$ cat config.mk
export PLATFORM = sky130hd
export DESIGN_NAME = ct97_back
export DESIGN_NICKNAME = d
export VERILOG_FILES = /design/src/hw/rtl/ct97_pkg.sv /design/src/hw/rtl/ct97_back.sv
export SDC_FILE = /design/constraint.sdc
export NUM_CORES = 1
export LEC_CHECK = 0
export ABC_AREA = 0
export BUFFER_PORTS_ARGS = -buffer_cell sky130_fd_sc_hd__buf_4
export CAP_MARGIN = 20
export CORE_MARGIN = 2
export CORE_UTILIZATION = 55
export CTS_CLUSTER_DIAMETER = 120
export DETAILED_ROUTE_END_ITERATION = 12
export PLACE_DENSITY = 0.8
export SYNTH_ARGS = -nofsm -noshare
export SYNTH_HDL_FRONTEND = slang
export SYNTH_SLANG_ARGS = --single-unit
$ cat constraint.sdc
create_clock -name clk -period 3.95 [get_ports clk]
set_input_delay 0.395 -clock clk [delete_from_list [all_inputs] [get_ports clk]]
set_output_delay 0.395 -clock clk [all_outputs]
set_load 0.1 [all_outputs]
$ cat src/hw/rtl/ct97_pkg.sv
// Shared constants, types and register codes of the 9x7 census transform.
package ct97_pkg;

    localparam int PIXEL_W           = 8;
    localparam int WIN_ROWS          = 7;
    localparam int WIN_COLS          = 9;
    localparam int HALF_ROWS         = WIN_ROWS / 2;
    localparam int HALF_COLS         = WIN_COLS / 2;
    localparam int STORE_LINES       = WIN_ROWS - 1;
    localparam int WORD_W            = WIN_ROWS * WIN_COLS - 1;
    localparam int ROW_W             = 12;
    localparam int CCOL_W            = 10;
    localparam int WIDTH_REG_W       = 11;
    localparam int HEIGHT_REG_W      = 12;
    localparam int CFG_DATA_W        = 12;
    localparam int CFG_INDEX_W       = 1;
    localparam int WIDTH_RESET       = 640;
    localparam int HEIGHT_RESET      = 480;
    localparam int MAX_WIDTH_DEFAULT = 1024;
    localparam int MIN_WIDTH         = WIN_COLS;
    localparam int MIN_HEIGHT        = WIN_ROWS;
    localparam int MAX_HEIGHT        = 4095;
    localparam int QUEUE_DEPTH       = 2;
    localparam int IN_DATA_W         = 8;
    localparam int OUT_DATA_W        = 88;
    localparam int OUT_PAD_W         = OUT_DATA_W - WORD_W - ROW_W - CCOL_W;

    typedef enum logic [CFG_INDEX_W-1:0] {
        REG_IMAGE_WIDTH  = 1'b0,
        REG_IMAGE_HEIGHT = 1'b1
    } cfg_index_t;

    typedef logic [STORE_LINES-1:0][PIXEL_W-1:0] line_col_t;

    typedef struct packed {
        logic [PIXEL_W-1:0] px;
        line_col_t          lines;
        logic               word_valid;
        logic               inner;
        logic [ROW_W-1:0]   centre_row;
        logic [CCOL_W-1:0]  centre_col;
    } ct97_item_t;

    typedef struct packed {
        logic full;
        logic empty;
    } ct97_qstat_t;

endpackage

$ cat src/hw/rtl/ct97_back.sv
// Back end: 7x9 pixel window, census comparison and output register.
module ct97_back (
    input  logic                                clk,
    input  logic                                rst_n,
    input  ct97_pkg::ct97_qstat_t               qstat,
    input  ct97_pkg::ct97_item_t                pop_item,
    output logic                                pop,
    output logic                                m_axis_tvalid,
    input  logic                                m_axis_tready,
    output logic [ct97_pkg::OUT_DATA_W-1:0]     m_axis_tdata,
    output logic                                m_axis_tuser
);
    import ct97_pkg::*;

    typedef logic [WIN_ROWS-1:0][WIN_COLS-1:0][PIXEL_W-1:0] window_t;

    window_t            win_reg, win_next;
    logic               b1_valid_reg, b1_valid_next;
    logic               b1_word_valid_reg;
    logic               b1_inner_reg;
    logic [ROW_W-1:0]   b1_row_reg;
    logic [CCOL_W-1:0]  b1_ccol_reg;
    logic               out_valid_reg, out_valid_next;
    logic [OUT_DATA_W-1:0] out_data_reg;
    logic               out_flag_reg;
    logic               b1_adv;
    logic [WORD_W-1:0]  census;

    function automatic logic [WORD_W-1:0] census_of(input window_t w);
        logic [WORD_W-1:0]  word;
        logic [PIXEL_W-1:0] centre;
        int                 b;
        word   = '0;
        centre = w[HALF_ROWS][HALF_COLS];
        b      = WORD_W - 1;
        for (int x = 0; x < WIN_ROWS; x++)
        begin
            for (int y = 0; y < WIN_COLS; y++)
            begin
                if (!(x == HALF_ROWS && y == HALF_COLS))
                begin
                    word[b] = (centre > w[x][y]);
                    b       = b - 1;
                end
            end
        end
        return word;
    endfunction

    assign b1_adv = b1_valid_reg && (!out_valid_reg || m_axis_tready);
    assign pop    = !qstat.empty && (!b1_valid_reg || b1_adv);
    assign census = census_of(win_reg);

    always_comb
    begin
        win_next = win_reg;
        if (pop)
        begin
            for (int k = 0; k < WIN_ROWS; k++)
            begin
                for (int j = 0; j < WIN_COLS - 1; j++)
                begin
                    win_next[k][j] = win_reg[k][j + 1];
                end
            end
            for (int k = 0; k < STORE_LINES; k++)
            begin
                win_next[k][WIN_COLS - 1] = pop_item.lines[STORE_LINES - 1 - k];
            end
            win_next[WIN_ROWS - 1][WIN_COLS - 1] = pop_item.px;
        end
    end

    always_comb
    begin
        b1_valid_next = b1_valid_reg;
        if (pop)
        begin
            b1_valid_next = 1'b1;
        end
        else if (b1_adv)
        begin
            b1_valid_next = 1'b0;
        end
        out_valid_next = out_valid_reg;
        if (b1_adv)
        begin
            out_valid_next = 1'b1;
        end
        else if (m_axis_tready)
        begin
            out_valid_next = 1'b0;
        end
    end

    always_ff @(posedge clk or negedge rst_n)
    begin
        if (!rst_n)
        begin
            win_reg       <= '0;
            b1_valid_reg  <= 1'b0;
            out_valid_reg <= 1'b0;
        end
        else
        begin
            win_reg       <= win_next;
            b1_valid_reg  <= b1_valid_next;
            out_valid_reg <= out_valid_next;
        end
    end

    always_ff @(posedge clk)
    begin
        if (pop)
        begin
            b1_word_valid_reg <= pop_item.word_valid;
            b1_inner_reg      <= pop_item.inner;
            b1_row_reg        <= pop_item.centre_row;
            b1_ccol_reg       <= pop_item.centre_col;
        end
        if (b1_adv)
        begin
            out_data_reg <= {OUT_PAD_W'(0), b1_ccol_reg, b1_row_reg,
                             b1_inner_reg ? census : WORD_W'(0)};
            out_flag_reg <= b1_word_valid_reg;
        end
    end

    assign m_axis_tvalid = out_valid_reg;
    assign m_axis_tdata  = out_data_reg;
    assign m_axis_tuser  = out_flag_reg;

endmodule

==> run metrics <==
share of post-route cells with drive strength above 1 11.9%; Pins Over Slew Limit 0; Core ar. 0.0601 sq mm; post-synthesis area per instance 10.1 sq um; final worst-path cycle share 67.0%; register bit total from synthesis 615; Sequential Power Share 36.6%; Power Total 0.0254 W; TritonCTS clock tree done; Area contributors post-synth dfrtp_1, ha_1, edfxtp_1; WL/cell 16.8 um; reg-to-reg startpoint win_reg[248]; synth-to-layout area growth 15.5%; outcome completed; R2R setup slack 1300 ps; Bufs on Longest Clock Path 3; Synth top cells by count o21ai_0, dfrtp_1, ha_1, nand2_1, inv_1; Global Route Usage Sum 24.1%; ys flop type dfrtp_1; Worst Skew 20.8 ps; r2r worst-path depth 6; Worst Path Buf+Inv 2; Synth async-reset ratio 82.3%; YS warnings 0; initial antenna violation count 0; vias in the first global route 25300; Net Sw Power 0.00974 W; crit-path max FO 36; pin count of the biggest net entering global routing 109; Syn Inst Count 3306; hold_sp pop_item[29]; worst-margin pin slew 1000 ps; switching share of power 38.3%; Power Dens Cells 659 mW/mm^2; Antenna Nets Post-Route 0; PortBufs 170; gpl congestion 0.804; Layout Nets 4150; first-pass GRT wire length 124000 um; CP Launch Type register; final setup TNS 0 ps; initial core utilization 55.5%; MaxCap Viol Count 0; hold path depth 3; Int Power 0.0157 W; CP Cell Sequence clkinv_2 > buf_4 > ha_1 > nand4_1 > o21ai_0 > o21ba_2; CP Data Required Time 4300 ps; HP Class input port to register; crit path kind register to register; detailed-route via count 24700; IO Count 176; placed wire-length estimate 48000 um; combinational power share 38.1%; Vias/cell 5.62; Post-synth EDFFs 109; clock-pin slew on the worst setup and hold paths 60 ps; register area share after synthesis 47.8%; wl on met1 33800 um; Post-Layout Cell Count 4404; Setup Viol. Count Final 0; clk sinks 615; Placement Rows 90; placed insts 4211; number of remaining DRC errors 0; VDD IR max 0.333 mV; CTS buffer count 67; CP Data Arrival Time 3000 ps; clock power share 25.3%; Max stage delay on crit path 610 ps; met3 WL 3070 um; leak pwr 17.9 nW; most common cell in the netlist o21ai_0; Relative slew margins 33.0%; reg2reg end m_axis_tdata[20]; Layout fillers 4624; RSZ-0062 raised after global routing false; First-pass DRT Iterations 9; min Tclk post-route 2650 ps; H-tree depth 3; Clk Latency, worst-skew pair 610 ps; Largest register FFs 504; Initial DRC Count 1754; max layer used met4; Fin. Hold Viols 0; Die Wd 250 um; post-synth top area share 38.0%; cell area after synthesis 0.0334 sq mm; total gr overflow 0; Die H 250 um; crit-path leading delay family buffers and inverters; CP max stage cell clkinv_2; post-synth cell types 25; CTS resizes 0; full die area 0.0626 sq mm; f_max 378 MHz; ANT cells 0; WHS Endpoint win_reg[429]; Met2 Wirelength 35100 um; final core occ 64.1%; Worst Setup End Kind register; Routed Wire Length 74000 um; CTS root buffer clkbuf_16; leading area contributor after synthesis dfrtp_1
-- routing by layer --
layer	up-vias	global-route usage [%]
met1	12000	32.5
met2	534	40.3
met5	-	0
met3	146	3.04
li1	12000	-
met4	0	8.57
-- layout make-up --
| cell class | count | area [sq um] | share of cell area [%] |
|---|---|---|---|
| clock buffer | 94 | 1930 | 5.01 |
| clock inverter | 28 | 322 | 0.834 |
| tap | 782 | 978 | 2.54 |
| multi-input combinational | 2145 | 15100 | 39.2 |
| inverter | 435 | 1630 | 4.24 |
| sequential | 615 | 16000 | 41.4 |
| timing repair buffer | 305 | 2610 | 6.78 |
-- worst max-delay path by stage --
stage / start / slack [ps] / cells past startpoint / endpoint
5_1_grt: win_reg[248] / 1160 / 7 / m_axis_tdata[24]
6_report: win_reg[248] / 1300 / 6 / m_axis_tdata[20]
4_1_cts: m_axis_tvalid / 1280 / 3 / pop
3_3_place_gp: win_reg[248] / 1360 / 7 / m_axis_tdata[24]
2_1_floorplan: m_axis_tvalid / 530 / 2 / m_axis_tdata[0]
3_5_place_dp: win_reg[248] / 1320 / 6 / m_axis_tdata[20]
-- per-stage QoR --
step	area, sq um	worst slack [ps]	hold slack (ps)
after floorplan	33400	525	99.4
after global placement	35600	1360	400
after detailed placement	35600	1320	405
after CTS	38500	1280	0.0410
after global routing	38500	1160	11.1
final	38500	1300	23.7
-- repair_timing --
| action | 4_1_cts | 5_1_grt |
|---|---|---|
| endpoints found under the hold margin | 147 | 0 |
| hold buffers | 71 | 0 |
| buffers inserted | 0 | 0 |
-- power by group through the flow --
stage | Combinational (W) | Clock, W | Sequential (W)
floorplan | 0.00593 | 0 | 0.0102
global placement | 0.00907 | 0 | 0.00933
detailed placement | 0.00951 | 0 | 0.00938
CTS | 0.00969 | 0.00652 | 0.00929
global route | 0.0110 | 0.00678 | 0.00948
finish | 0.00968 | 0.00642 | 0.00931
-- worst register-to-register path, cell delays in order, from the launching register on --
cell and delay, ps:
dfrtp_1 360, clkinv_2 610, buf_4 580, ha_1 390, nand4_1 90, o21ai_0 180
o21ba_2 190
-- cells by family after synthesis --
group	after synthesis	share of synthesized area (%)
multiplexers	69	2.33
AND/OR/NAND/NOR	689	9.37
AO/OA/AOI/OAI	887	14.9
buffers and inverters	549	7.02
other	1	0.0112
adder cells (fa/ha/maj)	496	18.6
flip-flops	615	47.8
-- placed cells by master (no fill, tap or decap) --
cell type | netlist | layout
o21ai_0 | 507 | 507
dfrtp_1 | 506 | 499
ha_1 | 496 | 496
nand2_1 | 454 | 454
inv_1 | 435 | 434
buf_4 | 49 | 222
a21oi_1 | 158 | 158
nand4_1 | 124 | 124
edfxtp_1 | 109 | 109
a21o_1 | 90 | 90
dlygate4sd3_1 | 0 | 71
clkbuf_16 | 0 | 70
mux2_2 | 69 | 69
nor2b_1 | 62 | 62
o211ai_1 | 62 | 62
nand3_1 | 45 | 45
a31oi_1 | 45 | 45
o21ba_2 | 17 | 17
clkbuf_1 | 28 | 15
buf_12 | 0 | 11
clkinv_2 | 0 | 9
clkbuf_8 | 0 | 9
o21ai_1 | 7 | 7
clkinv_1 | 0 | 7
dfrtp_4 | 0 | 7
bufinv_16 | 0 | 6
conb_1 | 1 | 4
inv_6 | 0 | 4
nand2b_1 | 2 | 2
clkinv_8 | 0 | 2
and2_4 | 0 | 1
nor2b_4 | 1 | 1
a21oi_4 | 0 | 1
clkinvlp_4 | 0 | 1
buf_8 | 0 | 1
Note: power is estimated with default switching activity, not from simulation.
