$ cat src/hw/rtl/ct97_pkg.sv
// Shared constants, types and register codes of the 9x7 census transform.
package ct97_pkg;

    localparam int PIXEL_W           = 8;
    localparam int WIN_ROWS          = 7;
    localparam int WIN_COLS          = 9;
    localparam int HALF_ROWS         = WIN_ROWS / 2;
    localparam int HALF_COLS         = WIN_COLS / 2;
    localparam int STORE_LINES       = WIN_ROWS - 1;
    localparam int WORD_W            = WIN_ROWS * WIN_COLS - 1;
    localparam int ROW_W             = 12;
    localparam int CCOL_W            = 10;
    localparam int WIDTH_REG_W       = 11;
    localparam int HEIGHT_REG_W      = 12;
    localparam int CFG_DATA_W        = 12;
    localparam int CFG_INDEX_W       = 1;
    localparam int WIDTH_RESET       = 640;
    localparam int HEIGHT_RESET      = 480;
    localparam int MAX_WIDTH_DEFAULT = 1024;
    localparam int MIN_WIDTH         = WIN_COLS;
    localparam int MIN_HEIGHT        = WIN_ROWS;
    localparam int MAX_HEIGHT        = 4095;
    localparam int QUEUE_DEPTH       = 2;
    localparam int IN_DATA_W         = 8;
    localparam int OUT_DATA_W        = 88;
    localparam int OUT_PAD_W         = OUT_DATA_W - WORD_W - ROW_W - CCOL_W;

    typedef enum logic [CFG_INDEX_W-1:0] {
        REG_IMAGE_WIDTH  = 1'b0,
        REG_IMAGE_HEIGHT = 1'b1
    } cfg_index_t;

    typedef logic [STORE_LINES-1:0][PIXEL_W-1:0] line_col_t;

    typedef struct packed {
        logic [PIXEL_W-1:0] px;
        line_col_t          lines;
        logic               word_valid;
        logic               inner;
        logic [ROW_W-1:0]   centre_row;
        logic [CCOL_W-1:0]  centre_col;
    } ct97_item_t;

    typedef struct packed {
        logic full;
        logic empty;
    } ct97_qstat_t;

endpackage

$ cat src/hw/rtl/ct97_queue.sv
// Short queue that decouples the front end from the window and census back end.
module ct97_queue (
    input  logic                  clk,
    input  logic                  rst_n,
    input  logic                  push,
    input  ct97_pkg::ct97_item_t  push_item,
    input  logic                  pop,
    output ct97_pkg::ct97_item_t  pop_item,
    output ct97_pkg::ct97_qstat_t qstat
);
    import ct97_pkg::*;

    localparam int PW = $clog2(QUEUE_DEPTH);
    localparam int NW = $clog2(QUEUE_DEPTH + 1);

    ct97_item_t    slots [QUEUE_DEPTH];
    logic [PW-1:0] wr_ptr_reg, wr_ptr_next;
    logic [PW-1:0] rd_ptr_reg, rd_ptr_next;
    logic [NW-1:0] count_reg, count_next;

    always_comb
    begin
        wr_ptr_next = wr_ptr_reg;
        rd_ptr_next = rd_ptr_reg;
        count_next  = count_reg;
        if (push)
        begin
            wr_ptr_next = (wr_ptr_reg == PW'(QUEUE_DEPTH - 1)) ? '0 : wr_ptr_reg + PW'(1);
        end
        if (pop)
        begin
            rd_ptr_next = (rd_ptr_reg == PW'(QUEUE_DEPTH - 1)) ? '0 : rd_ptr_reg + PW'(1);
        end
        if (push && !pop)
        begin
            count_next = count_reg + NW'(1);
        end
        else if (pop && !push)
        begin
            count_next = count_reg - NW'(1);
        end
    end

    always_ff @(posedge clk or negedge rst_n)
    begin
        if (!rst_n)
        begin
            wr_ptr_reg <= '0;
            rd_ptr_reg <= '0;
            count_reg  <= '0;
        end
        else
        begin
            wr_ptr_reg <= wr_ptr_next;
            rd_ptr_reg <= rd_ptr_next;
            count_reg  <= count_next;
        end
    end

    always_ff @(posedge clk)
    begin
        if (push)
        begin
            slots[wr_ptr_reg] <= push_item;
        end
    end

    assign pop_item    = slots[rd_ptr_reg];
    assign qstat.full  = (count_reg == NW'(QUEUE_DEPTH));
    assign qstat.empty = (count_reg == '0);

endmodule

$ cat config.mk
export PLATFORM = sky130hd
export DESIGN_NAME = ct97_queue
export DESIGN_NICKNAME = d
export VERILOG_FILES = /design/src/hw/rtl/ct97_pkg.sv /design/src/hw/rtl/ct97_queue.sv
export SDC_FILE = /design/constraint.sdc
export NUM_CORES = 1
export LEC_CHECK = 0
export ABC_AREA = 1
export BUFFER_PORTS_ARGS = -buffer_cell sky130_fd_sc_hd__clkbuf_2
export CORE_MARGIN = 8
export CORE_UTILIZATION = 47
export DETAILED_ROUTE_END_ITERATION = 7
export PLACE_DENSITY_LB_ADDON = 0.08
export SETUP_SLACK_MARGIN = 0.2
export SYNTH_ARGS = -nofsm -noshare
export SYNTH_HDL_FRONTEND = slang
export SYNTH_SLANG_ARGS = --single-unit
$ cat constraint.sdc
create_clock -name clk -period 4.2 [get_ports clk]
set_clock_uncertainty 0.05 [all_clocks]
set_input_delay 1.05 -clock clk [delete_from_list [all_inputs] [get_ports clk]]
set_output_delay 1.05 -clock clk [all_outputs]
set_load 0.005 [all_outputs]
==> results_dict.tcl, run 1 <==
set metrics [dict create \
    outcome "finished clean" \
    worst_pin_slew_ps 1050 \
    yosys-top-cells-area "edfxtp_1 75%, mux2_4 19%, buf_12 2.5%" \
    ios 166 \
    dpl.cell_count 611 \
    wire_per_inst_um 17.5 \
    dpl_cell_area_um2 7330 \
    drc 0 \
    fin_nets 539 \
    layout_commonest_cell "clkbuf_2" \
    cts.path.max_buffers 2 \
    setup_viol 0 \
    yosys.area_share.simple 0.00647 \
    layout.cells.non_filler 642 \
    die_y_um 133 \
    port_buffers 165 \
    drv_slew 0 \
    syn_area_um2 6380 \
    yosysWarnings 0 \
    met3_length_um 936 \
    internal_power_mw 4.00 \
    mostFrequentLayoutCells "165 x clkbuf_2, 160 x edfxtp_1, 79 x mux2_4" \
    initial_core_util 0.482 \
    clk_pin_slew_ps 60 \
    synth-seq-area-share 0.769 \
    max_slew_margin 0.299 \
    syn2layout_area_growth_pct 24.2 \
    vias_per_cell 4.70 \
    diodes 0 \
    worstSkewPairLatency_ps 410 \
    yosys.area.top_type "edfxtp_1" \
    cp-end-kind "output port" \
    r2r_end "slots[1][29]$_DFFE_PP_" \
    syn_nets 359 \
    finalCriticalPeriod_ps 3170 \
    fin_tns_setup_ps 0 \
    reg2reg_depth 3 \
    synthAdderAreaFrac 0.00196 \
    synth_compound_area_frac 0 \
    clockRootBuffer "clkbuf_16" \
    startpoint_type "register" \
    tritoncts "done" \
    vias 3016 \
    drv_cap 0 \
    yosysUniqueCellTypes 14 \
    cts_setup_buffers 0 \
    cpPeakStageDelay_ps 800 \
    p_comb_frac 0.275 \
    synth-seq-cells 164 \
    drive_gt1_frac 0.597 \
    grt_overflow 0 \
    wl_met2_um 5630 \
    gp_congestion 0.659 \
    path_class "reg -> out" \
    p_sw_mw 1.36 \
    rsz0062_at_grt "no" \
    critical_path.cell_chain "buf_12 -> mux2_4 -> clkbuf_2" \
    p_total_mw 5.36 \
    drt-met1-wl_um 4470 \
    switching_share 0.254 \
    fp.coreArea_um2 13200 \
    drtIter0Drc 154 \
    seqPwrFrac 0.436 \
    synth_top_area_frac 0.753 \
    cts_num_sinks 164 \
    fmax_mhz 316 \
    power_leakage_nw 3.29 \
    power_density_nw_per_um2 677 \
    cts_hold_buffers 0 \
    antenna_found_initial 0 \
    rows 42 \
    r2r_start "wr_ptr_reg$_DFFE_PN0P_" \
    grt_util_all_layers 0.130 \
    cts-resized-gates 0 \
    grt_pass1_vias 3422 \
    synth_top_family_by_area "multiplexers" \
    r2r_slack_ps 2390 \
    grt_max_degree 81 \
    synth_xor_area_frac 0.00412 \
    syn_inst 274 \
    hold_path_class "in -> async" \
    largest_register_ffs 160 \
    pre_cts_ws_ps 1420 \
    dp_hpwl_um 7600 \
    syn_area_per_cell_um2 23.3 \
    antenna_left 0 \
    design.die.area_um2 17600 \
    routed.top_layer "met4" \
    cts_buffers 17 \
    whs_ps 388 \
    grt_pass1_wl_um 17400 \
    clockPowerShare 0.289 \
    hold_viol_final 0 \
    irDropWorstVdd_v 0.000279 \
    setup_ws_ps 1030 \
    fin_area_um2 7930 \
    required_ps 3100 \
    htree_levels 4 \
    routed_wl_um 11200 \
    chipWidth_um 133 \
    fin_crit_sh 0.754 \
    cpMaxStageDelayCell "dfrtp_4" \
    fin_util 0.598 \
    muxShareOfSynthArea 0.188 \
    worst_ep_arrival_time_ps 2070 \
    crit_fanout 41 \
    drtPass1Iterations 4 \
]
## power by group through the flow
stage	Combinational (mW)	Sequential, mW	Clock, mW
final	1.48	2.34	1.55
after global routing	1.61	2.37	1.64
after CTS	1.53	2.35	1.58
after detailed placement	1.52	2.38	0
after global placement	1.52	2.37	0
after floorplan	1.17	2.29	0
## per-layer routing
layer,global-route usage,vias to the layer above
met2,0.219,102
met4,0.0625,0
met3,0.0609,18
met5,0,-
met1,0.135,1468
li1,-,1428
## Yosys cell counts (all sizes together)
cell type,number
edfxtp,160
dfrtp,4
nand4,1
nor2,3
nand2,5
xor2,2
mux2,80
xnor2,1
inv,7
nand3,1
ha,1
buf,9
## final cells by class
cell class	count	area, um^2
Sequential cell	164	4910
Tap cell	176	220
Clock buffer	19	433
Inverter	7	27.5
Fill cell	1027	5320
Clock inverter	12	163
Timing Repair Buffer	170	888
Multi-Input combinational cell	94	1280
## worst max-delay path, delay by kind of cell (launching register included)
family	cells	cell delay, ps
flops	1	800
buf+inv	2	490
mux	1	340
## cells by family after synthesis
group,Yosys count
muxes,80
DFF,164
buffers and inverters,16
xor gates and xnor gates,3
and+or+nand+nor,10
adders and majority gates,1
## how the worst max path moves through the flow
stage	start	endpoint	cells past startpoint
after floorplan	push	slots[0][0]$_DFFE_PP_	2
after global placement	rd_ptr_reg$_DFFE_PN0P_	pop_item[67]	3
after detailed placement	rd_ptr_reg$_DFFE_PN0P_	pop_item[67]	3
after CTS	rd_ptr_reg$_DFFE_PN0P_	pop_item[67]	3
after global routing	rd_ptr_reg$_DFFE_PN0P_	pop_item[21]	3
final	rd_ptr_reg$_DFFE_PN0P_	pop_item[10]	3
(Power assumes the default switching activity.)
==> inputs of run 2 (changes only) <==
--- a/config.mk
+++ b/config.mk
@@ -8,7 +8,7 @@
 export ABC_AREA = 1
 export BUFFER_PORTS_ARGS = -buffer_cell sky130_fd_sc_hd__clkbuf_2
 export CORE_MARGIN = 8
-export CORE_UTILIZATION = 47
+export CORE_UTILIZATION = 50
 export DETAILED_ROUTE_END_ITERATION = 7
 export PLACE_DENSITY_LB_ADDON = 0.08
 export SETUP_SLACK_MARGIN = 0.2
==> constraint.sdc (replaced) <==
create_clock -name clk -period 3.1 [get_ports clk]
set_clock_uncertainty 0.05 [all_clocks]
set_input_delay 0.775 -clock clk [delete_from_list [all_inputs] [get_ports clk]]
set_output_delay 0.775 -clock clk [all_outputs]
set_load 0.005 [all_outputs]
==> run 2 against run 1 <==
- combinational power is 41% higher
- via count is 0.93% higher
- global-route usage is 1.9 points higher
- cell area hardly changed
- flip-flop and latch count stayed put
- sequential share of layout area hardly changed
- register-to-register slack worse by 1000 ps
- highest routed layer is now met5
==> results_dict.tcl, run 2 (synthesized netlist as in run 1, its figures left out) <==
set metrics [dict create \
    gp_congestion 0.717 \
    routed_wl_um 12000 \
    setup_ws_ps 409 \
    irDropWorstVdd_v 0.000617 \
    p_total_mw 7.25 \
    syn2layout_area_growth_pct 24.2 \
    mostFrequentLayoutCells "165 x clkbuf_2, 160 x edfxtp_1, 79 x mux2_4" \
    cts.path.max_buffers 2 \
    crit_fanout 33 \
    tritoncts "done" \
    diodes 0 \
    grt_max_degree 51 \
    fin_crit_sh 0.868 \
    fill_cells 931 \
    drtPass1Iterations 4 \
    clockRootBuffer "clkbuf_16" \
    outcome "finished clean" \
    cts_num_sinks 164 \
    fin_util 0.633 \
    setup_viol 0 \
    r2r_slack_ps 1390 \
    worst_ep_arrival_time_ps 1870 \
    worst_pin_slew_ps 692 \
    rsz0062_at_grt "no" \
    initial_core_util 0.510 \
    required_ps 2270 \
    cts_setup_buffers 0 \
    port_buffers 165 \
    cts-resized-gates 0 \
    antenna_found_initial 1 \
    fp.coreArea_um2 12500 \
    layout_commonest_cell "clkbuf_2" \
    hold_path_class "in -> async" \
    reg2reg_depth 3 \
    pre_cts_ws_ps 833 \
    grt_pass1_wl_um 18100 \
    vias_per_cell 4.75 \
    drv_cap 0 \
    cts_hold_buffers 0 \
    crit_end "pop_item[19]" \
    htree_levels 4 \
    hold_viol_final 0 \
    design.die.area_um2 16600 \
    path_class "reg -> out" \
    grt_util_all_layers 0.149 \
    r2r_start "wr_ptr_reg$_DFFE_PN0P_" \
    worstSkewPairLatency_ps 420 \
    drive_gt1_frac 0.601 \
    vias 3044 \
    max_slew_margin 0.539 \
    cts_buffers 17 \
    rows 41 \
    die_y_um 129 \
    crit_path_start "rd_ptr_reg$_DFFE_PN0P_" \
    finalCriticalPeriod_ps 2690 \
    dp_hpwl_um 8230 \
    clk_pin_slew_ps 60 \
    dpl.cell_count 609 \
    fmax_mhz 372 \
    drv_slew 0 \
    drc 0 \
    r2r_end "slots[1][30]$_DFFE_PP_" \
    grt_overflow 0 \
    wire_per_inst_um 18.7 \
    largest_register_ffs 160 \
    drtIter0Drc 158 \
    layout.cells.non_filler 641 \
    fin_tns_setup_ps 0 \
    power_density_nw_per_um2 915 \
    power_leakage_nw 3.29 \
    antenna_left 0 \
    cp-end-kind "output port" \
    grt_pass1_vias 3415 \
    ios 166 \
    fin_nets 541 \
    startpoint_type "register" \
    chipWidth_um 129 \
]
[run 2: cell count changes in the layout (fill, tap and decap cells not counted), sizes merged]
cell / delta
buf: +2
bufinv: -1
clkbuf: -1
clkinv: +2
clkinvlp: +1
[run 2: per-stage QoR]
step           hold WS, ps  instance area [um^2]
3_5_place_dp           469                  7350
2_1_floorplan          413                  6390
6_report               115                  7920
3_3_place_gp           453                  7350
4_1_cts               91.7                  7920
5_1_grt               97.5                  7920
[run 2: critical path, stage by stage, from the launching register on]
cell and delay, ps:
dfrtp_4 650, buf_12 310, mux2_4 330, clkbuf_2 120
[run 2: layout make-up]
type,count,area [um^2],share of cell area
sequential,164,4910,0.619
tap,172,215,0.0272
timing repair buffer,172,916,0.116
clock buffer,18,429,0.0542
multi-input combinational,94,1280,0.162
inverter,7,27.5,0.00347
clock inverter,14,143,0.0180
[run 2: worst min path at each step]
stage,to,slack (ps),from
floorplan,count_reg[1]$_DFFE_PN0P_,410,count_reg[1]$_DFFE_PN0P_
global placement,count_reg[1]$_DFFE_PN0P_,450,count_reg[1]$_DFFE_PN0P_
detailed placement,count_reg[1]$_DFFE_PN0P_,470,count_reg[1]$_DFFE_PN0P_
CTS,count_reg[0]$_DFFE_PN0P_,90,rst_n
global route,count_reg[0]$_DFFE_PN0P_,100,rst_n
finish,rd_ptr_reg$_DFFE_PN0P_,110,rst_n
[run 2: power breakdown]
part           switching, mW  internal [mW]  total [mW]
Sequential             0.187           2.95        3.14
Clock                  0.780           1.24        2.02
Combinational          0.923           1.16        2.09
Total                   1.89           5.36        7.25
[run 2: metal layers]
layer / share of wire / vias up / track usage / wire length (um)
met2: 0.49 / 114 / 0.232 / 5840
li1: - / 1437 / - / -
met3: 0.081 / 16 / 0.0621 / 974
met4: 0.018 / 2 / 0.0691 / 213
met5: 0.00092 / - / 0 / 11
met1: 0.41 / 1475 / 0.178 / 4950
==> inputs of run 3 (changes only) <==
--- a/config.mk
+++ b/config.mk
@@ -10,7 +10,7 @@
 export CORE_MARGIN = 8
 export CORE_UTILIZATION = 50
 export DETAILED_ROUTE_END_ITERATION = 7
-export PLACE_DENSITY_LB_ADDON = 0.08
+export PLACE_DENSITY = 0.74
 export SETUP_SLACK_MARGIN = 0.2
 export SYNTH_ARGS = -nofsm -noshare
 export SYNTH_HDL_FRONTEND = slang
==> run 3 against run 2 <==
- critical endpoint is now pop_item[63]
- register-to-register slack gained 30 ps
- utilization shrank 0.35 points
- sequential share of layout area grew 0.34 points
- cell count shrank 0.62%
- fmax shrank 2.9%
- highest routed layer unchanged
- via count shrank 0.26%
- hold slack lost 5.5 ps
- combinational power is essentially flat
- clock-buffer cell count grew 4
- sequential power is essentially flat
- worst setup slack lost 81 ps
- flip-flop and latch count is the same
==> results_dict.tcl, run 3 (synthesized netlist as in run 1, its figures left out) <==
set metrics [dict create \
    outcome "finished clean" \
    grt_pass1_wl_um 17200 \
    tritoncts "done" \
    drtPass1Iterations 4 \
    initial_core_util 0.510 \
    drv_cap 0 \
    gp_congestion 0.674 \
    diodes 0 \
    dpl_cell_area_um2 7350 \
    p_total_mw 7.10 \
    drv_slew 0 \
    clockRootBuffer "clkbuf_16" \
    grt_util_all_layers 0.141 \
    hold_path_class "in -> async" \
    path_class "reg -> out" \
    cts_hold_buffers 0 \
    fin_crit_sh 0.894 \
    vias 3036 \
    worstSkewPairLatency_ps 410 \
    clk_pin_slew_ps 60 \
    r2r_start "wr_ptr_reg$_DFFE_PN0P_" \
    fin_area_um2 7880 \
    cts-resized-gates 0 \
    layout_commonest_cell "clkbuf_2" \
    r2r_slack_ps 1420 \
    antenna_found_initial 1 \
    critical_path.cell_chain "buf_12 -> mux2_2 -> clkbuf_2" \
    grt_pass1_vias 3419 \
    cpPeakStageDelay_ps 680 \
    cts_setup_buffers 0 \
    r2r_end "slots[0][28]$_DFFE_PP_" \
    drc 0 \
    antenna_left 0 \
    drtIter0Drc 183 \
    cp-end-kind "output port" \
    grt_overflow 0 \
    power_leakage_nw 3.26 \
    rows 41 \
    ios 166 \
    cpMaxStageDelayCell "dfrtp_4" \
    syn2layout_area_growth_pct 23.5 \
    required_ps 2270 \
    rsz0062_at_grt "no" \
    finalCriticalPeriod_ps 2770 \
    hold_viol_final 0 \
    setup_viol 0 \
    cts_buffers 17 \
    wire_per_inst_um 17.7 \
    die_y_um 129 \
    multiInputGateArea_um2 1280 \
    fin_nets 539 \
    crit_fanout 36 \
    port_buffers 165 \
    cts.path.max_buffers 2 \
    vias_per_cell 4.77 \
    cts_num_sinks 164 \
    htree_levels 4 \
    worst_pin_slew_ps 588 \
    max_slew_margin 0.607 \
    grt_max_degree 81 \
    routed_wl_um 11300 \
    mostFrequentLayoutCells "165 x clkbuf_2, 160 x edfxtp_1, 79 x mux2_4" \
    fin_tns_setup_ps 0 \
    power_density_nw_per_um2 900 \
    fmax_mhz 361 \
    irDropWorstVdd_v 0.000538 \
    fp.coreArea_um2 12500 \
    whs_ps 109 \
    design.die.area_um2 16600 \
    regArea_um2 4910 \
    largest_register_ffs 160 \
    fill_cells 928 \
    startpoint_type "register" \
    worst_ep_arrival_time_ps 1950 \
    chipWidth_um 129 \
    dp_hpwl_um 7820 \
    reg2reg_depth 2 \
    drive_gt1_frac 0.591 \
]
==> run 3: cell types whose count changed in the layout (fill, tap and decap cells not counted), sizes merged <==
cell      change
clkbuf        +4
clkinvlp      -1
clkinv        -4
buf           -2
bufinv        -1
==> run 3: worst max path at each step <==
stage               cells past startpoint               endpoint  slack (ps)              startpoint
floorplan                               2  slots[1][0]$_DFFE_PP_         240                    push
global placement                        3           pop_item[63]         760  rd_ptr_reg$_DFFE_PN0P_
detailed placement                      3           pop_item[63]         750  rd_ptr_reg$_DFFE_PN0P_
CTS                                     3           pop_item[63]         300  rd_ptr_reg$_DFFE_PN0P_
global route                            3           pop_item[63]         250  rd_ptr_reg$_DFFE_PN0P_
finish                                  3           pop_item[63]         330  rd_ptr_reg$_DFFE_PN0P_
==> run 3: critical path: cells and delay by family, from the launching register on <==
| family | cells | cell delay [ps] |
|---|---|---|
| buffers and inverters | 2 | 430 |
| DFF | 1 | 680 |
| muxes | 1 | 380 |
==> run 3: cell type report <==
| type | instances | share of cell area |
|---|---|---|
| Clock buffer | 22 | 0.0564 |
| Clock inverter | 8 | 0.0110 |
| Inverter | 7 | 0.00349 |
| Multi-Input combinational cell | 94 | 0.163 |
| Timing Repair Buffer | 170 | 0.116 |
| Sequential cell | 164 | 0.623 |
| Tap cell | 172 | 0.0273 |
==> run 3: through the flow <==
stage	cells	util	setup slack, ps
floorplan	274	-	235
global placement	607	0.587	755
global route	637	0.630	250
CTS	637	0.630	296
finish	637	0.630	328
detailed placement	607	0.587	754
==> run 3: layer usage <==
metal	track usage	vias up	share of wire
met5	0	-	0.0013
met4	0.0760	2	0.022
met3	0.0633	25	0.093
met2	0.235	119	0.49
met1	0.146	1459	0.39
li1	-	1431	-
==> run 3: power breakdown <==
| part | internal (mW) | switching [mW] | leakage [nW] |
|---|---|---|---|
| clock | 1.16 | 0.738 | 0.260 |
| sequential | 2.95 | 0.186 | 1.55 |
| combinational | 1.17 | 0.897 | 1.46 |
| total | 5.27 | 1.82 | 3.26 |
